===== src/hdl/a2lp_pkg.sv =====
// Shared types and constants for the start code to length prefix unit.
package a2lp_pkg;

  localparam int unsigned PosW   = 24;
  localparam int unsigned CountW = 16;

  // Byte positions wrap at this frame size, then are kept to PosW bits.
  localparam logic [32:0] MaxFrameBytes = 33'd16777216;

  localparam logic [7:0]        CodeLastByte = 8'h01;
  localparam logic [CountW-1:0] CountMax     = '1;

  typedef struct packed {
    logic [7:0] data_byte;
    logic       frame_end;
  } in_item_t;

  typedef struct packed {
    logic              patch_valid;
    logic [PosW-1:0]   write_offset;
    logic [PosW-1:0]   slice_length;
    logic              done_res;
    logic [CountW-1:0] slices_found;
  } out_item_t;

endpackage


===== src/hdl/a2lp_scan.sv =====
// Start code scanner: frame state, code detection and patch generation.
module a2lp_scan
  import a2lp_pkg::*;
(
  input  logic      clk_i,
  input  logic      rst_ni,
  input  in_item_t  item_i,
  input  logic      step_i,
  output logic      res_valid_o,
  output out_item_t res_o
);

  logic [23:0]       recent_q, recent_d;
  logic [PosW-1:0]   pos_q, pos_d;
  logic [PosW-1:0]   prev_q, prev_d;
  logic [CountW-1:0] count_q, count_d;

  logic              code_hit;
  logic [PosW-1:0]   code_off;
  logic [PosW:0]     pos_inc;
  logic [PosW-1:0]   frame_len;

  assign code_hit = !item_i.frame_end && (pos_q >= PosW'(3)) && (recent_q == '0)
                    && (item_i.data_byte == CodeLastByte);
  assign code_off  = pos_q - PosW'(3);
  assign pos_inc   = {1'b0, pos_q} + (PosW+1)'(1);
  assign frame_len = pos_q + PosW'(1);

  always_comb begin
    res_valid_o = 1'b0;
    res_o       = '0;
    recent_d    = {recent_q[15:0], item_i.data_byte};
    prev_d      = prev_q;
    count_d     = count_q;
    if ({{(32-PosW){1'b0}}, pos_inc} == MaxFrameBytes) begin
      pos_d = '0;
    end else begin
      pos_d = pos_inc[PosW-1:0];
    end

    if (item_i.frame_end) begin
      // The closing transfer always goes out and the frame state starts over.
      res_valid_o = 1'b1;
      res_o.done_res = 1'b1;
      if (count_q != '0) begin
        res_o.patch_valid  = 1'b1;
        res_o.write_offset = prev_q;
        res_o.slice_length = frame_len - prev_q - PosW'(4);
        res_o.slices_found = count_q;
      end
      recent_d = '0;
      pos_d    = '0;
      prev_d   = '0;
      count_d  = '0;
    end else if (code_hit) begin
      if (count_q != '0) begin
        res_valid_o        = 1'b1;
        res_o.patch_valid  = 1'b1;
        res_o.write_offset = prev_q;
        res_o.slice_length = code_off - prev_q - PosW'(4);
      end
      prev_d = code_off;
      if (count_q != CountMax) begin
        count_d = count_q + CountW'(1);
      end
    end
  end

  always_ff @(posedge clk_i or negedge rst_ni) begin
    if (!rst_ni) begin
      recent_q <= '0;
      pos_q    <= '0;
      prev_q   <= '0;
      count_q  <= '0;
    end else if (step_i) begin
      recent_q <= recent_d;
      pos_q    <= pos_d;
      prev_q   <= prev_d;
      count_q  <= count_d;
    end
  end

`ifndef SYNTHESIS
  a_end_clears: assert property (@(posedge clk_i) disable iff (!rst_ni)
    step_i && item_i.frame_end |=> pos_q == '0 && count_q == '0 && recent_q == '0)
    else $error("frame state not cleared after the last byte");

  a_count_sat: assert property (@(posedge clk_i) disable iff (!rst_ni)
    count_q == CountMax && !(step_i && item_i.frame_end) |=> count_q == CountMax)
    else $error("saturated code count changed within the frame");

  a_code_counts: assert property (@(posedge clk_i) disable iff (!rst_ni)
    step_i && code_hit |=> count_q != '0 && prev_q == $past(code_off))
    else $error("start code not recorded");
`endif

endmodule


===== src/hdl/annexb_start_code_to_length_prefix_unit.sv =====
// Annex B start code to length prefix unit: input register, scanner, result register.
//
// Usage: feed the bytes of one frame in order on the input channel, one per
// transfer, with frame_end set on the last byte. Every 00 00 00 01 start code
// found (except one whose 01 byte is the last byte) yields a patch for the
// previous code, if any: its offset and the slice length to write big-endian over it.
// The last byte always yields a closing transfer with done_res set, carrying
// the final patch (if any code was seen) and the saturating code count.
// Channels use valid/stall; a transfer happens when valid is high and stall
// is low. An accepted byte is held in the input register and its result in the
// result register. Throughput is one byte per cycle while no result waits on a
// stalled output; a byte that gives no result never waits on the output side.
// When the receiver stalls, the result register holds its transfer and the
// input register keeps taking bytes until a second result needs the output,
// then input stall is raised. Reset clears the frame state and the valid bits of both
// register stages; the first byte after reset starts a new frame at offset zero.
module annexb_start_code_to_length_prefix_unit
  import a2lp_pkg::*;
(
  input  logic      clk_i,
  input  logic      rst_ni,
  input  logic      in_valid_i,
  output logic      in_stall_o,
  input  in_item_t  in_i,
  output logic      out_valid_o,
  input  logic      out_stall_i,
  output out_item_t out_o
);

  logic      in_valid_q;
  in_item_t  in_q;
  logic      out_valid_q, out_valid_d;
  out_item_t out_q;

  logic      res_valid;
  out_item_t res;
  logic      out_free;
  logic      advance;
  logic      in_take;

  assign out_free   = !out_valid_q || !out_stall_i;
  assign advance    = in_valid_q && (!res_valid || out_free);
  assign in_stall_o = in_valid_q && !advance;
  assign in_take    = in_valid_i && !in_stall_o;

  a2lp_scan u_scan (
    .clk_i      (clk_i),
    .rst_ni     (rst_ni),
    .item_i     (in_q),
    .step_i     (advance),
    .res_valid_o(res_valid),
    .res_o      (res)
  );

  always_comb begin
    out_valid_d = out_valid_q;
    if (out_free) begin
      out_valid_d = advance && res_valid;
    end
  end

  always_ff @(posedge clk_i or negedge rst_ni) begin
    if (!rst_ni) begin
      in_valid_q  <= 1'b0;
      out_valid_q <= 1'b0;
    end else begin
      if (in_take || advance) begin
        in_valid_q <= in_take;
      end
      out_valid_q <= out_valid_d;
    end
  end

  always_ff @(posedge clk_i) begin
    if (in_take) begin
      in_q <= in_i;
    end
    if (out_free && advance && res_valid) begin
      out_q <= res;
    end
  end

  assign out_valid_o = out_valid_q;
  assign out_o       = out_q;

`ifndef SYNTHESIS
  a_no_patch_empty: assert property (@(posedge clk_i) disable iff (!rst_ni)
    out_valid_o && !out_o.patch_valid |->
      out_o.done_res && out_o.write_offset == '0 && out_o.slice_length == '0
      && out_o.slices_found == '0)
    else $error("closing transfer without patch carries nonzero fields");

  a_mid_patch: assert property (@(posedge clk_i) disable iff (!rst_ni)
    out_valid_o && !out_o.done_res |-> out_o.patch_valid && out_o.slices_found == '0)
    else $error("mid-frame transfer is malformed");

  a_no_drop: assert property (@(posedge clk_i) disable iff (!rst_ni)
    out_valid_q && out_stall_i && in_valid_q && res_valid |-> in_stall_o)
    else $error("result would overwrite a stalled output transfer");
`endif

endmodule

===== config.mk =====
export PLATFORM = sky130hd
export DESIGN_NAME = annexb_start_code_to_length_prefix_unit
export DESIGN_NICKNAME = d
export VERILOG_FILES = /design/src/hdl/a2lp_pkg.sv /design/src/hdl/a2lp_scan.sv /design/src/hdl/annexb_start_code_to_length_prefix_unit.sv
export SDC_FILE = /design/constraint.sdc
export NUM_CORES = 1
export LEC_CHECK = 0
export BUFFER_PORTS_ARGS = -buffer_cell sky130_fd_sc_hd__buf_2
export CAP_MARGIN = 30
export CORE_MARGIN = 10
export CORE_UTILIZATION = 45
export DETAILED_ROUTE_END_ITERATION = 10
export MAX_ROUTING_LAYER = met4
export PLACE_DENSITY = 0.65
export SLEW_MARGIN = 20
export SYNTH_ARGS = -nofsm -noshare
export SYNTH_HDL_FRONTEND = slang
export SYNTH_HIERARCHICAL = 1
export SYNTH_SLANG_ARGS = --single-unit
export TNS_END_PERCENT = 1

===== constraint.sdc =====
create_clock -name clk_i -period 6.45 [get_ports clk_i]
set_input_delay 0.3225 -clock clk_i [delete_from_list [all_inputs] [get_ports clk_i]]
set_output_delay 0.3225 -clock clk_i [all_outputs]
set_load 0.01 [all_outputs]

==> results.txt <==
----------------------------------------------------
[Status]
  Status ... complete, no violations

[Logic synthesis]
  Adder-cell share of the synthesized area ... 11.5%
  Count of cell types in the netlist ... 66
  Share of synthesized area occupied by flip-flops and latches ... 43.1%
  Average size of a mapped cell ... 9.43 um2
  Multiplexer area fraction after synthesis ... 0.491%
  Post-synthesis share of cell area spent on xor and xnor gates ... 5.53%
  Net count after synthesis ... 1,217
  Combinational family with the most area after synthesis ... simple AND/OR/NAND/NOR gates
  Compound-gate portion of the synthesized area ... 15.8%
  Synth Warn # ... 6
  Area fraction in and, or, nand and nor cells after synthesis ... 16.7%
  Number of storage elements in the synthesis netlist ... 165
  Async set-reset flop share out of synthesis ... 54.5%
  Main synth FF type ... sky130_fd_sc_hd__dfrtp_1
  Number of enable flip-flop cells after synthesis ... 75
  Post-Synthesis Cells ... 1,109
  Mapped Area ... 0.0105 mm2

[STA]
  Highest attainable clock frequency ... 201 MHz
  Unrepaired setup endpoints after global routing ... false
  Final setup violating endpoints ... 0
  Final setup slack of the worst path ... 1480 ps
  Final Cycle Share ... 77.0%
  Accumulated negative setup slack ... 0 ps
  Max-slew violation total from the final report ... 0
  Final count of hold timing violations ... 0
  Worst Tran Pin Value ... 912 ps
  Worst slew margin relative to its limit ... 39.2%
  Min Tclk post-route ... 4970 ps
  Clock skew ... 7.23 ps

[Layout]
  P&R area growth vs syn ... 12.7%
  Share of final-layout standard cells stronger than drive strength 1 ... 13.2%
  Final net count ... 1,275
  Number of filler instances in the final layout ... 2,117
  Final cell count without fillers ... 1,494
  Design area ... 0.0118 mm2

[Critical path]
  Required time at the endpoint of the critical path ... 6590 ps
  RR Startpoint ... u_scan/pos_q[0]
  Kind of critical path ... register to register
  Critical path launch point ... u_scan/pos_q[0]
  Register-to-Register Setup Slack ... 1480 ps
  Crit path capture type ... register
  Largest fanout of any net on the critical path ... 9
  WP data arrival ... 5110 ps
  Destination of the critical timing path ... out_o[40]
  R2r worst-path depth ... 16
  Kind of launch point of the worst setup path ... register
  Worst reg2reg path endpoint ... out_o[40]

[Power]
  Peak VDD IR ... 0.000219 V
  Leakage ... 5.26 nW
  Pwr per Cell Area ... 411 mW/mm2
  Total Power Consumption ... 0.00484 W

[Clock network]
  Clock latency reported for the late side of the worst-skew pair ... 420 ps
  CTS tree ... done
  Num CTS Buffers ... 17
  Post_cts resized ... 0
  TritonCTS Sinks ... 165
  Max Buffers Root-to-Sink ... 2
  H-tree lvl count ... 4
  Clock slew at the register clock pins of the worst setup and hold paths ... 70 ps
  Clk root buf ... sky130_fd_sc_hd__clkbuf_16

[Global route]
  Remaining global-route overflow ... 0
  Via count of the first global-routing pass ... 7,904
  Initial antenna violation count ... 1
  Combined global-route utilization of all metal layers ... 17.8%
  First-pass GRT wire length ... 41,000 um
  Pin count of the biggest net entering global routing ... 80

[Placement]
  Sum of net half-perimeters after detailed placement ... 17,900 um
  Number of port buffers ... 80
  Routability Congestion ... 0.902
  Placed Cells incl. Taps ... 1,457
  Total cell area at the placement stage ... 0.0111 mm2
  Post-placement setup slack ... 1550 ps

[Floorplanning]
  Number of primary I/O pins ... 81
  Core footprint ... 0.0228 mm2
  Total Die Area ... 0.0297 mm2
  Number of core rows ... 55
  Vertical die dimension ... 172 um
  Die width ... 172 um
  Starting density of the core ... 45.9%

[Route]
  1st-iter DRT viols ... 642
  Via density ... 5.55
  Remaining routing DRC violations ... 0
  Routed length per instance ... 16.8 um
  Detailed Route WL ... 25,100 um
  Total vias in the final route ... 8,295
  Router iterations before antenna repair ... 7
  Antenna Violating Nets Remaining ... 0

[Flow run]
  Max-cap violation count ... 0

[Min path]
  Classification of the worst-slack hold path ... input port to register
  Hold path depth ... 1

----------------------------------------------------
==> final cells by class <==
| cell class | count | area [um2] | area share, % |
|---|---|---|---|
| tap | 313 | 392 | 3.32 |
| clock inverter | 12 | 155 | 1.32 |
| clock buffer | 20 | 458 | 3.89 |
| sequential | 165 | 4500 | 38.2 |
| inverter | 131 | 492 | 4.17 |
| antenna | 1 | 2.50 | 0.0212 |
| multi-input combinational | 761 | 5270 | 44.7 |
| timing repair buffer | 91 | 509 | 4.32 |
==> timing repair <==
action,4_1_cts,5_1_grt
setup buffers,0,0
hold buffers,1,0
hold endpoints to repair,41,0
==> power by group <==
group | total [W] | switching, W | internal [W]
registers | 0.00129 | 0.0000768 | 0.00121
clock network | 0.00106 | 0.000449 | 0.000610
logic | 0.00249 | 0.00143 | 0.00105
total | 0.00484 | 0.00196 | 0.00288
==> layout by cell type, fill, tap and decap left out, types with 31 or more instances in the layout <==
master | synthesis | final
sky130_fd_sc_hd__a21oi_1 | 43 | 42
sky130_fd_sc_hd__and3_1 | 35 | 35
sky130_fd_sc_hd__buf_2 | 5 | 79
sky130_fd_sc_hd__dfrtp_1 | 90 | 90
sky130_fd_sc_hd__edfxtp_1 | 75 | 75
sky130_fd_sc_hd__ha_1 | 93 | 93
sky130_fd_sc_hd__inv_1 | 129 | 129
sky130_fd_sc_hd__nand2_1 | 91 | 90
sky130_fd_sc_hd__nand3_1 | 32 | 32
sky130_fd_sc_hd__nor2_1 | 62 | 62
sky130_fd_sc_hd__nor3_1 | 31 | 31
sky130_fd_sc_hd__o21ai_0 | 60 | 60
sky130_fd_sc_hd__xnor2_1 | 41 | 41
==> through the flow <==
| stage | hold slack (ps) | util [%] |
|---|---|---|
| 6_report | 69.1 | 51.7 |
| 5_1_grt | 49.0 | 51.7 |
| 4_1_cts | 47.9 | 51.5 |
| 3_5_place_dp | 360 | 48.8 |
| 3_3_place_gp | 360 | 48.8 |
| 2_1_floorplan | 26.9 | - |
==> cell families (layout without fill, tap and decap cells) <==
kind of cell	count (synthesis)	after routing
AO/OA/AOI/OAI	250	250
other	0	1
AND/OR/NAND/NOR	345	345
multiplexers	5	5
flip-flops	165	165
XOR/XNOR	66	66
adder cells (fa/ha/maj)	95	95
buffers and inverters	183	254
==> critical path: stages (launching register included) <==
cell,delay (ps)
sky130_fd_sc_hd__dfrtp_1,480
sky130_fd_sc_hd__ha_1,350
sky130_fd_sc_hd__nor4_1,610
sky130_fd_sc_hd__and3_1,390
sky130_fd_sc_hd__nand2_1,120
sky130_fd_sc_hd__xnor2_1,170
sky130_fd_sc_hd__ha_1,290
sky130_fd_sc_hd__inv_1,50
sky130_fd_sc_hd__ha_1,380
sky130_fd_sc_hd__a21o_1,190
sky130_fd_sc_hd__a21o_1,170
sky130_fd_sc_hd__a21o_1,180
sky130_fd_sc_hd__o31a_1,220
sky130_fd_sc_hd__or4b_2,660
sky130_fd_sc_hd__a21oi_1,210
sky130_fd_sc_hd__xnor2_1,140
sky130_fd_sc_hd__o22ai_1,90
==> routing by layer <==
| layer | share of wire, % | vias up | track usage, % | routed length (um) |
|---|---|---|---|---|
| met2 | 48 | 237 | 28.2 | 11900 |
| met1 | 46 | 3968 | 22.8 | 11500 |
| met3 | 5.3 | 25 | 3.17 | 1340 |
| li1 | - | 4065 | - | - |
| met5 | 0 | - | - | 0 |
| met4 | 1.3 | 0 | 5.28 | 325 |
==> synthesized netlist by cell type (all sizes together), types with 6 or more instances <==
cell | n | share of area [%]
xor2 | 25 | 2.1
o22ai | 30 | 1.8
a31oi | 13 | 0.78
buf | 14 | 0.74
nand3 | 32 | 1.5
a21oi | 43 | 2.1
clkbuf | 38 | 1.4
o211ai | 8 | 0.57
or3 | 7 | 0.42
a21o | 13 | 0.93
o32ai | 8 | 0.67
a31o | 21 | 1.8
o21ai | 60 | 2.9
dfrtp | 90 | 22
nor2 | 62 | 2.2
o21a | 8 | 0.57
nor4 | 14 | 0.98
and2 | 15 | 0.90
edfxtp | 75 | 22
nor2b | 25 | 1.5
nand2b | 9 | 0.54
o31a | 6 | 0.50
nand4 | 11 | 0.72
and3 | 35 | 2.1
inv | 130 | 4.7
nor3 | 31 | 1.5
ha | 93 | 11
xnor2 | 41 | 3.4
nand2 | 91 | 3.3
==> worst min path at each step <==
stage          startpoint                 to  slack, ps
6_report          in_i[2]            in_q[2]         70
5_1_grt           in_i[4]            in_q[4]         50
4_1_cts           in_i[2]            in_q[2]         50
3_5_place_dp       rst_ni  u_scan/count_q[9]        360
3_3_place_gp       rst_ni  u_scan/count_q[8]        360
2_1_floorplan      rst_ni         in_valid_q         30
==> registers in the layout, indices dropped and copies added (netlist names) <==
signal / count
in_q: 9
in_valid_q: 1
out_o: 66
out_valid_o: 1
u_scan/count_q: 16
u_scan/pos_q: 24
u_scan/prev_q: 24
u_scan/recent_q: 24
No activity file was read; power rests on OpenSTA's default activity.
